### config.mk
export PLATFORM = sky130hd
export DESIGN_NAME = rc4_stream_cipher_core_flat
export DESIGN_NICKNAME = d
export VERILOG_FILES = /design/src/sv/rc4_pkg.sv /design/src/sv/rc4_if.sv /design/src/sv/rc4_keys.sv /design/src/sv/rc4_sbox.sv /design/src/sv/rc4_seq.sv /design/src/sv/rc4_stream_cipher_core.sv /design/src/flat_wrapper.sv
export VERILOG_INCLUDE_DIRS = /design/src /design/src/sv
export SDC_FILE = /design/constraint.sdc
export NUM_CORES = 2
export LEC_CHECK = 0
export BUFFER_PORTS_ARGS = -buffer_cell sky130_fd_sc_hd__buf_4
export CORE_UTILIZATION = 48
export DETAILED_ROUTE_END_ITERATION = 10
export PLACE_DENSITY_LB_ADDON = 0.1
export SLEW_MARGIN = 0
export SYNTH_ARGS = -nofsm -noshare
export SYNTH_HDL_FRONTEND = slang
export SYNTH_SLANG_ARGS = --single-unit
### constraint.sdc
create_clock -name clk -period 6.9 [get_ports clk]
set_input_delay 0.345 -clock clk [delete_from_list [all_inputs] [get_ports clk]]
set_output_delay 0.345 -clock clk [all_outputs]
set_load 0.1 [all_outputs]
### src/sv/assert_macros.svh
// assertion macros shared by the rc4 core
`ifndef ASSERT_MACROS_SVH
`define ASSERT_MACROS_SVH

// same-cycle implication, checked out of reset
`define ASSERT_IMPLY(lbl, clk, rst_n, ante, cons, msg) \
    lbl: assert property (@(posedge clk) disable iff (!rst_n) (ante) |-> (cons)) \
        else $error(msg);

// next-cycle implication, checked out of reset
`define ASSERT_NEXT(lbl, clk, rst_n, ante, cons, msg) \
    lbl: assert property (@(posedge clk) disable iff (!rst_n) (ante) |=> (cons)) \
        else $error(msg);

`endif

### src/sv/rc4_pkg.sv
// types and constants shared by the rc4 core
package rc4_pkg;

    localparam int STATE_SIZE = 256;
    localparam int BYTE_W     = 8;
    localparam int CFG_IDX_W  = 2;
    localparam int CFG_DATA_W = 64;
    localparam int KEY_LEN_W  = 5;

    localparam logic [CFG_IDX_W-1:0] CFG_KEY_LOW    = 2'd0;
    localparam logic [CFG_IDX_W-1:0] CFG_KEY_HIGH   = 2'd1;
    localparam logic [CFG_IDX_W-1:0] CFG_KEY_LENGTH = 2'd2;

    localparam logic MODE_DATA    = 1'b0;
    localparam logic MODE_RESTART = 1'b1;

    localparam logic [KEY_LEN_W-1:0] KEY_LEN_RESET = 5'd16;
    localparam logic [BYTE_W-1:0]    IDX_LAST      = 8'hFF;

    typedef logic [BYTE_W-1:0] byte_t;

    typedef struct packed {
        logic  we;
        byte_t waddr;
        byte_t wdata;
        byte_t raddr;
    } ram_req_t;

    typedef struct packed {
        byte_t data_out;
        logic  keyed;
        logic  last;
    } result_t;

    typedef struct packed {
        logic idle;
        logic res_load;
    } seq_status_t;

endpackage

### src/sv/rc4_if.sv
// stream and configuration channel interfaces of the rc4 core
interface rc4_in_if import rc4_pkg::*; ();
    logic  valid;
    logic  ready;
    logic  mode;
    byte_t data_byte;
    logic  end_of_message;

    modport source (output valid, mode, data_byte, end_of_message, input ready);
    modport sink   (input valid, mode, data_byte, end_of_message, output ready);
endinterface

interface rc4_out_if import rc4_pkg::*; ();
    logic  valid;
    logic  ready;
    byte_t data_out;
    logic  keyed;
    logic  last;

    modport source (output valid, data_out, keyed, last, input ready);
    modport sink   (input valid, data_out, keyed, last, output ready);
endinterface

interface rc4_cfg_if import rc4_pkg::*; ();
    logic                  valid;
    logic                  ready;
    logic [CFG_IDX_W-1:0]  index;
    logic [CFG_DATA_W-1:0] data;

    modport source (output valid, index, data, input ready);
    modport sink   (input valid, index, data, output ready);
endinterface

### src/sv/rc4_keys.sv
// key configuration registers with byte select and length clamp
module rc4_keys import rc4_pkg::*; #(
    parameter int KEY_BYTES = 16,
    parameter int KIDX_W    = 4
) (
    input  logic                  clk,
    input  logic                  rst_n,
    input  logic                  cfg_we,
    input  logic [CFG_IDX_W-1:0]  cfg_index,
    input  logic [CFG_DATA_W-1:0] cfg_data,
    input  logic [KIDX_W-1:0]     kidx,
    output byte_t                 key_byte,
    output logic [KEY_LEN_W-1:0]  key_len
);

    byte_t                key_reg [KEY_BYTES];
    logic [KEY_LEN_W-1:0] key_length_reg;

    for (genvar k = 0; k < KEY_BYTES; k++) begin : g_key
        localparam int                   LANE = k % 8;
        localparam logic [CFG_IDX_W-1:0] SEL  = (k < 8) ? CFG_KEY_LOW : CFG_KEY_HIGH;

        always_ff @(posedge clk or negedge rst_n)
        begin
            if (!rst_n)
            begin
                key_reg[k] <= '0;
            end
            else if (cfg_we && cfg_index == SEL)
            begin
                key_reg[k] <= cfg_data[BYTE_W*LANE +: BYTE_W];
            end
        end
    end

    always_ff @(posedge clk or negedge rst_n)
    begin
        if (!rst_n)
        begin
            key_length_reg <= KEY_LEN_RESET;
        end
        else if (cfg_we && cfg_index == CFG_KEY_LENGTH)
        begin
            key_length_reg <= cfg_data[KEY_LEN_W-1:0];
        end
    end

    // zero means one byte, anything past the key store means all of it
    always_comb
    begin
        if (key_length_reg == '0)
        begin
            key_len = 5'd1;
        end
        else if (key_length_reg > KEY_LEN_W'(KEY_BYTES))
        begin
            key_len = KEY_LEN_W'(KEY_BYTES);
        end
        else
        begin
            key_len = key_length_reg;
        end
    end

    assign key_byte = key_reg[kidx];

endmodule

### src/sv/rc4_sbox.sv
// 256 x 8 permutation memory, one write and one registered read per cycle
module rc4_sbox import rc4_pkg::*; (
    input  logic     clk,
    input  ram_req_t req,
    output byte_t    rdata
);

    byte_t mem [STATE_SIZE];
    byte_t rdata_reg;

    // read returns the contents before a same-cycle write
    always_ff @(posedge clk)
    begin
        if (req.we)
        begin
            mem[req.waddr] <= req.wdata;
        end
        rdata_reg <= mem[req.raddr];
    end

    assign rdata = rdata_reg;

endmodule

### src/sv/rc4_seq.sv
// sequencer for key schedule and keystream steps around one shared byte adder
module rc4_seq import rc4_pkg::*; #(
    parameter int KIDX_W = 4
) (
    input  logic                 clk,
    input  logic                 rst_n,
    input  logic                 start,
    input  logic                 in_mode,
    input  byte_t                in_data,
    input  logic                 in_eom,
    input  byte_t                key_byte,
    input  logic [KEY_LEN_W-1:0] key_len,
    input  byte_t                rdata,
    input  logic                 out_free,
    output logic [KIDX_W-1:0]    kidx,
    output ram_req_t             ram_req,
    output result_t              result,
    output seq_status_t          status
);

    typedef enum logic [3:0] {
        S_IDLE,
        S_FILL,
        S_KS_RD_I,
        S_KS_RD_J,
        S_KS_WR_I,
        S_KS_WR_J,
        S_GEN_RD_J,
        S_GEN_WR_I,
        S_GEN_WR_J,
        S_GEN_XOR,
        S_DONE
    } state_t;

    state_t             state_reg, state_next;
    byte_t              n_reg, n_next;
    logic [KIDX_W-1:0]  kidx_reg, kidx_next;
    byte_t              i_reg, i_next;
    byte_t              j_reg, j_next;
    byte_t              si_reg, si_next;
    byte_t              t_reg, t_next;
    logic               hit_reg, hit_next;
    logic               keyed_reg, keyed_next;
    byte_t              data_reg, data_next;
    logic               last_reg, last_next;

    byte_t add_a, add_b, add_c, sum;
    byte_t ks;
    logic  res_load;

    // the one adder that every sum goes through
    assign sum = add_a + add_b + add_c;

    // forward the swapped value when the output index hit the slot written last
    assign ks = hit_reg ? si_reg : rdata;

    always_comb
    begin
        state_next = state_reg;
        n_next     = n_reg;
        kidx_next  = kidx_reg;
        i_next     = i_reg;
        j_next     = j_reg;
        si_next    = si_reg;
        t_next     = t_reg;
        hit_next   = hit_reg;
        keyed_next = keyed_reg;
        data_next  = data_reg;
        last_next  = last_reg;
        add_a      = '0;
        add_b      = '0;
        add_c      = '0;
        ram_req    = '0;
        res_load   = 1'b0;

        unique case (state_reg)
            S_IDLE:
            begin
                add_a = i_reg;
                add_c = 8'd1;
                if (start)
                begin
                    data_next = in_data;
                    last_next = in_eom;
                    if (in_mode == MODE_RESTART)
                    begin
                        n_next     = '0;
                        state_next = S_FILL;
                    end
                    else if (keyed_reg)
                    begin
                        i_next        = sum;
                        ram_req.raddr = sum;
                        state_next    = S_GEN_RD_J;
                    end
                    else
                    begin
                        state_next = S_DONE;
                    end
                end
            end
            S_FILL:
            begin
                add_a         = n_reg;
                add_c         = 8'd1;
                ram_req.we    = 1'b1;
                ram_req.waddr = n_reg;
                ram_req.wdata = n_reg;
                n_next        = sum;
                if (n_reg == IDX_LAST)
                begin
                    kidx_next  = '0;
                    j_next     = '0;
                    state_next = S_KS_RD_I;
                end
            end
            S_KS_RD_I:
            begin
                ram_req.raddr = n_reg;
                state_next    = S_KS_RD_J;
            end
            S_KS_RD_J:
            begin
                add_a         = j_reg;
                add_b         = rdata;
                add_c         = key_byte;
                j_next        = sum;
                si_next       = rdata;
                ram_req.raddr = sum;
                state_next    = S_KS_WR_I;
            end
            S_KS_WR_I:
            begin
                ram_req.we    = 1'b1;
                ram_req.waddr = n_reg;
                ram_req.wdata = rdata;
                state_next    = S_KS_WR_J;
            end
            S_KS_WR_J:
            begin
                add_a         = n_reg;
                add_c         = 8'd1;
                ram_req.we    = 1'b1;
                ram_req.waddr = j_reg;
                ram_req.wdata = si_reg;
                n_next        = sum;
                if (KEY_LEN_W'(kidx_reg) == key_len - 5'd1)
                begin
                    kidx_next = '0;
                end
                else
                begin
                    kidx_next = kidx_reg + KIDX_W'(1);
                end
                if (n_reg == IDX_LAST)
                begin
                    i_next     = '0;
                    j_next     = '0;
                    keyed_next = 1'b1;
                    state_next = S_IDLE;
                end
                else
                begin
                    state_next = S_KS_RD_I;
                end
            end
            S_GEN_RD_J:
            begin
                add_a         = j_reg;
                add_b         = rdata;
                j_next        = sum;
                si_next       = rdata;
                ram_req.raddr = sum;
                state_next    = S_GEN_WR_I;
            end
            S_GEN_WR_I:
            begin
                add_a         = si_reg;
                add_b         = rdata;
                t_next        = sum;
                ram_req.we    = 1'b1;
                ram_req.waddr = i_reg;
                ram_req.wdata = rdata;
                state_next    = S_GEN_WR_J;
            end
            S_GEN_WR_J:
            begin
                ram_req.we    = 1'b1;
                ram_req.waddr = j_reg;
                ram_req.wdata = si_reg;
                ram_req.raddr = t_reg;
                hit_next      = (t_reg == j_reg);
                state_next    = S_GEN_XOR;
            end
            S_GEN_XOR:
            begin
                data_next = data_reg ^ ks;
                if (out_free)
                begin
                    res_load   = 1'b1;
                    state_next = S_IDLE;
                end
                else
                begin
                    state_next = S_DONE;
                end
            end
            S_DONE:
            begin
                if (out_free)
                begin
                    res_load   = 1'b1;
                    state_next = S_IDLE;
                end
            end
            default:
            begin
                state_next = S_IDLE;
            end
        endcase
    end

    always_ff @(posedge clk or negedge rst_n)
    begin
        if (!rst_n)
        begin
            state_reg <= S_IDLE;
            n_reg     <= '0;
            kidx_reg  <= '0;
            i_reg     <= '0;
            j_reg     <= '0;
            keyed_reg <= 1'b0;
            hit_reg   <= 1'b0;
        end
        else
        begin
            state_reg <= state_next;
            n_reg     <= n_next;
            kidx_reg  <= kidx_next;
            i_reg     <= i_next;
            j_reg     <= j_next;
            keyed_reg <= keyed_next;
            hit_reg   <= hit_next;
        end
    end

    always_ff @(posedge clk)
    begin
        si_reg   <= si_next;
        t_reg    <= t_next;
        data_reg <= data_next;
        last_reg <= last_next;
    end

    assign kidx            = kidx_reg;
    assign result.data_out = (state_reg == S_GEN_XOR) ? (data_reg ^ ks) : data_reg;
    assign result.keyed    = keyed_reg;
    assign result.last     = last_reg;
    assign status.idle     = (state_reg == S_IDLE);
    assign status.res_load = res_load;

endmodule

### src/sv/rc4_stream_cipher_core.sv
// rc4 stream cipher core top level
// keyed data beat: read j, write i, write j and xor states, then the result enters the output register
// unkeyed data beat: the done state loads the byte unchanged; a new beat is accepted only back in idle
// restart gives no result and holds off input while it fills all 256 entries and runs the key schedule
// steps follow the one-read one-write permutation memory and shared adder; a result stall waits in done
// reset clears indices, keyed flag and key bytes, sets key length to 16; permutation is loaded by restart
`include "assert_macros.svh"
module rc4_stream_cipher_core import rc4_pkg::*; #(
    parameter int KEY_BYTES = 16
) (
    input logic     clk,
    input logic     rst_n,
    rc4_in_if.sink  din,
    rc4_out_if.source dout,
    rc4_cfg_if.sink cfg
);

    localparam int KIDX_W = (KEY_BYTES > 1) ? $clog2(KEY_BYTES) : 1;

    logic                 cfg_we;
    logic                 start;
    logic                 out_free;
    logic [KIDX_W-1:0]    kidx;
    byte_t                key_byte;
    logic [KEY_LEN_W-1:0] key_len;
    byte_t                rdata;
    ram_req_t             ram_req;
    result_t              result;
    seq_status_t          status;

    logic    out_valid_reg;
    result_t out_reg;

    assign cfg.ready = 1'b1;
    assign cfg_we    = cfg.valid && cfg.ready;
    assign din.ready = status.idle;
    assign start     = din.valid && din.ready;
    assign out_free  = !out_valid_reg || dout.ready;

    rc4_keys #(
        .KEY_BYTES (KEY_BYTES),
        .KIDX_W    (KIDX_W)
    ) u_keys (
        .clk       (clk),
        .rst_n     (rst_n),
        .cfg_we    (cfg_we),
        .cfg_index (cfg.index),
        .cfg_data  (cfg.data),
        .kidx      (kidx),
        .key_byte  (key_byte),
        .key_len   (key_len)
    );

    rc4_sbox u_sbox (
        .clk   (clk),
        .req   (ram_req),
        .rdata (rdata)
    );

    rc4_seq #(
        .KIDX_W (KIDX_W)
    ) u_seq (
        .clk      (clk),
        .rst_n    (rst_n),
        .start    (start),
        .in_mode  (din.mode),
        .in_data  (din.data_byte),
        .in_eom   (din.end_of_message),
        .key_byte (key_byte),
        .key_len  (key_len),
        .rdata    (rdata),
        .out_free (out_free),
        .kidx     (kidx),
        .ram_req  (ram_req),
        .result   (result),
        .status   (status)
    );

    // output register decouples the result beat from the next input beat
    always_ff @(posedge clk or negedge rst_n)
    begin
        if (!rst_n)
        begin
            out_valid_reg <= 1'b0;
        end
        else if (status.res_load)
        begin
            out_valid_reg <= 1'b1;
        end
        else if (dout.ready)
        begin
            out_valid_reg <= 1'b0;
        end
    end

    always_ff @(posedge clk)
    begin
        if (status.res_load)
        begin
            out_reg <= result;
        end
    end

    assign dout.valid    = out_valid_reg;
    assign dout.data_out = out_reg.data_out;
    assign dout.keyed    = out_reg.keyed;
    assign dout.last     = out_reg.last;

    `ASSERT_IMPLY(a_load_into_free_slot, clk, rst_n, status.res_load, out_free,
        "result loaded over a pending beat")
    `ASSERT_NEXT(a_restart_no_result, clk, rst_n, start && din.mode == MODE_RESTART,
        !status.res_load, "restart produced a result")
    `ASSERT_IMPLY(a_idle_no_ram_write, clk, rst_n, status.idle, !ram_req.we,
        "permutation written while idle")

endmodule
### src/flat_wrapper.sv
// flat-port wrapper written by rule: the top's interface ports become plain ports
module rc4_stream_cipher_core_flat import rc4_pkg::*;
#(
    parameter int KEY_BYTES = 16
)
  (clk, rst_n, din_valid, din_mode, din_data_byte, din_end_of_message, din_ready, dout_valid, dout_data_out, dout_keyed, dout_last, dout_ready, cfg_valid, cfg_index, cfg_data, cfg_ready);
  rc4_in_if din_i ();
  rc4_out_if dout_i ();
  rc4_cfg_if cfg_i ();
  input logic clk;
  input logic rst_n;
  input wire logic [$bits(din_i.valid)-1:0] din_valid;
  input wire logic [$bits(din_i.mode)-1:0] din_mode;
  input wire logic [$bits(din_i.data_byte)-1:0] din_data_byte;
  input wire logic [$bits(din_i.end_of_message)-1:0] din_end_of_message;
  output wire logic [$bits(din_i.ready)-1:0] din_ready;
  output wire logic [$bits(dout_i.valid)-1:0] dout_valid;
  output wire logic [$bits(dout_i.data_out)-1:0] dout_data_out;
  output wire logic [$bits(dout_i.keyed)-1:0] dout_keyed;
  output wire logic [$bits(dout_i.last)-1:0] dout_last;
  input wire logic [$bits(dout_i.ready)-1:0] dout_ready;
  input wire logic [$bits(cfg_i.valid)-1:0] cfg_valid;
  input wire logic [$bits(cfg_i.index)-1:0] cfg_index;
  input wire logic [$bits(cfg_i.data)-1:0] cfg_data;
  output wire logic [$bits(cfg_i.ready)-1:0] cfg_ready;
  assign din_i.valid = din_valid;
  assign din_i.mode = din_mode;
  assign din_i.data_byte = din_data_byte;
  assign din_i.end_of_message = din_end_of_message;
  assign din_ready = din_i.ready;
  assign dout_valid = dout_i.valid;
  assign dout_data_out = dout_i.data_out;
  assign dout_keyed = dout_i.keyed;
  assign dout_last = dout_i.last;
  assign dout_i.ready = dout_ready;
  assign cfg_i.valid = cfg_valid;
  assign cfg_i.index = cfg_index;
  assign cfg_i.data = cfg_data;
  assign cfg_ready = cfg_i.ready;
  rc4_stream_cipher_core #(.KEY_BYTES(KEY_BYTES)) u_core (.clk(clk), .rst_n(rst_n), .din(din_i), .dout(dout_i), .cfg(cfg_i));
endmodule
==> metrics.txt <==
Slew Limit Headroom 18.8%; CTS Sinks 2259; peak supply drop 0.000277 V; Cell Area, Synth 92800 um2; Reg area 66900 um2; Synth Register Bits 2259; fraction of layout cells with a size suffix above 1 13.0%; die height 442 um; GRT overflow 0; Mapped Nets 6943; Place WS -820 ps; hold path start cfg_valid; vias in the first global route 57902; largest net degree at the start of global routing 146; Ys Warns 0; EDFF count, synth 2083; max reg flops 2048; drc violations 2; Routability Congestion 0.917; Period minus WS final 6670 ps; met2 wire length 134000 um; area added between synthesis and finish 13.4%; area of the multi-input gates 23500 um2; Final WS setup 230 ps; fin. max-slew vios 0; placed insts 9259; final cell count without fillers 9767; post-synth cell types 94; total negative slack 0 ps; R2R depth 22; I/O pins 94; r2r startpoint u_core.u_seq.kidx[0]; RSZ-0062 raised after global routing no; Total GRT Usage 30.2%; Post-synth top flop edfxtp_1; sequential share of the synthesized area 72.1%; endpoints failing setup 0; DIE AREA 195000 um2; Row Count 161; top cells by area, synth edfxtp_1, nand2_1, dfrtp_1, nand3_1, and3_1; Leak Pwr 35.1 nW; Syn Inst Count 6846; first-pass GRT wire length 428000 um; CP required 7690 ps; clock latency on the worst-skew pair 880 ps; Avg Inst Size Synth 13.6 um2; reg2reg end u_core.u_sbox.rdata[2]; clock slew at reported path FFs 60 ps; Fin. Hold Viols 0; maximum root-to-sink buffer count 3; vias per cell 6.25; HPWL after detailed placement 182000 um; Fill cells 15731; pwr/cell area 261 nW/um2; final WL 299000 um; met3 wire len 29000 um; Least-Margin Pin Slew 1210 ps; number of H-tree levels 4; Detailed Routing Iterations Pass 1 11; CP endpoint kind flip-flop; status finished with violations; Final nets 7142; Clock Skew 39.8 ps; Util after Layout 54.7%; M1 wire length 125000 um; Worst Path Class, Setup reg2reg; Post-synth top cells edfxtp_1, nand2_1, nand3_1; hold path depth 3; maxcap violations 0; initial antenna violation count 16; Worst Setup Start Kind flip-flop; largest fanout on the critical path 81; Initial Utilization 48.3%; post-route ant nets 0; Die Width 442 um; core box area 192000 um2; Iter 0 DRT Violations 8900; Yosys top cell by area edfxtp_1; Tightest Hold Check Type in2reg; hold endpoint u_core.u_keys.key_length_reg[1]; period utilisation layout 96.7%; Vias 61050; flop-to-flop setup slack 230 ps; failing checks DRC; top cell type's share of synthesized area 67.4%; WP data arrival 7460 ps; highest achievable clock rate 150 MHz; PortBufs 92; routed length per placed instance 30.7 um; Root Driver clkbuf_16; uppermost layer routed met5; count leader, synth edfxtp_1; Async SR Flop Fraction 7.44%; cts bufs inserted 230; CTS tree built
==> critical path, stage by stage, from the launching register on <==
cell and delay, ps:
dfrtp_4 600, mux4_2 550, mux4_2 540, nand2_1 100
a21oi_1 70, o21ai_0 250, fa_1 220, inv_1 50
ha_1 390, and4b_1 250, a32oi_4 210, buf_12 180
and2_4 380, buf_12 240, buf_12 360, buf_4 280
nand2_1 60, and3_1 150, a311oi_1 320, o21ai_0 270
a41oi_1 580, a21oi_1 230, o221ai_1 230
==> worst max-delay path by stage <==
stage                         startpoint                endpoint  cells past startpoint
floorplan           u_core.u_seq.kidx[0]  u_core.u_sbox.rdata[0]                     21
detailed placement  u_core.u_seq.kidx[0]  u_core.u_sbox.rdata[0]                     20
global route        u_core.u_seq.kidx[0]  u_core.u_sbox.rdata[2]                     22
finish              u_core.u_seq.kidx[0]  u_core.u_sbox.rdata[2]                     22
global placement    u_core.u_seq.kidx[0]  u_core.u_sbox.rdata[0]                     20
CTS                 u_core.u_seq.kidx[0]  u_core.u_sbox.rdata[2]                     17
==> power by group <==
part	internal, W	total [W]	switching, W
combinational	0.000242	0.000375	0.000133
sequential	0.0149	0.0150	0.0000869
clock	0.00683	0.0122	0.00534
total	0.0220	0.0275	0.00556
==> cell usage in the layout, fill, tap and decap left out, types with 22 or more instances in the layout <==
| master | synthesis | layout |
|---|---|---|
| a211oi_1 | 148 | 148 |
| a21oi_1 | 149 | 147 |
| a221oi_1 | 43 | 43 |
| a222oi_1 | 24 | 24 |
| a22o_1 | 23 | 23 |
| a311oi_1 | 179 | 178 |
| a31oi_1 | 167 | 166 |
| and3_1 | 252 | 252 |
| buf_12 | 0 | 46 |
| buf_4 | 72 | 331 |
| clkbuf_1 | 151 | 51 |
| clkbuf_16 | 0 | 232 |
| clkinv_1 | 0 | 64 |
| clkinv_2 | 0 | 42 |
| dfrtp_1 | 167 | 166 |
| dlygate4sd3_1 | 0 | 77 |
| edfxtp_1 | 2083 | 2083 |
| inv_1 | 31 | 23 |
| mux2_2 | 133 | 133 |
| mux2i_1 | 131 | 131 |
| mux4_2 | 42 | 42 |
| nand2_1 | 1605 | 1591 |
| nand3_1 | 392 | 392 |
| nor2_1 | 314 | 307 |
| nor3_1 | 24 | 24 |
| nor4_1 | 24 | 22 |
| o21ai_0 | 69 | 69 |
| o22ai_1 | 54 | 54 |
| xor2_1 | 27 | 27 |
==> repair_timing <==
item / 4_1_cts / 5_1_grt
pin swaps: 1 / 1
endpoints found under the hold margin: 249 / 0
hold buffers: 77 / 0
setup endpoints to repair: 6 / 8
buffers inserted: 2 / 1
resized for setup: 5 / 8
==> metrics by stage <==
step | hold WS [ps] | power, W | cell area [um2]
floorplan | 49.4 | 0.0155 | 92800
global placement | 403 | 0.0156 | 97100
detailed placement | 416 | 0.0156 | 97100
CTS | 44.9 | 0.0276 | 105000
global route | 98.5 | 0.0282 | 105000
finish | 84.2 | 0.0275 | 105000
==> final cells by class <==
| type | count | share of cell area (%) |
|---|---|---|
| clock inverter | 140 | 1.16 |
| multi-input combinational | 4065 | 22.3 |
| sequential | 2259 | 63.6 |
| clock buffer | 287 | 5.75 |
| tap | 2526 | 3.00 |
| inverter | 32 | 0.171 |
| timing repair buffer | 457 | 4.00 |
| antenna | 1 | 0.00238 |
==> metal layers <==
layer / track usage [%] / vias up
met2: 45.0 / 3168
li1: - / 26210
met3: 6.10 / 505
met4: 11.0 / 6
met5: 0 / -
met1: 43.9 / 31161
==> cells by family after synthesis <==
logic type | after synthesis | share of synthesized area (%)
mux | 306 | 4.04
xor+xnor | 32 | 0.317
simple gates | 2697 | 12.5
flops | 2259 | 72.1
other cells | 1 | 0.00404
buf+inv | 522 | 2.83
compound gates | 1013 | 7.92
fa+ha+maj | 16 | 0.280
Note: power is estimated with default switching activity, not from simulation.
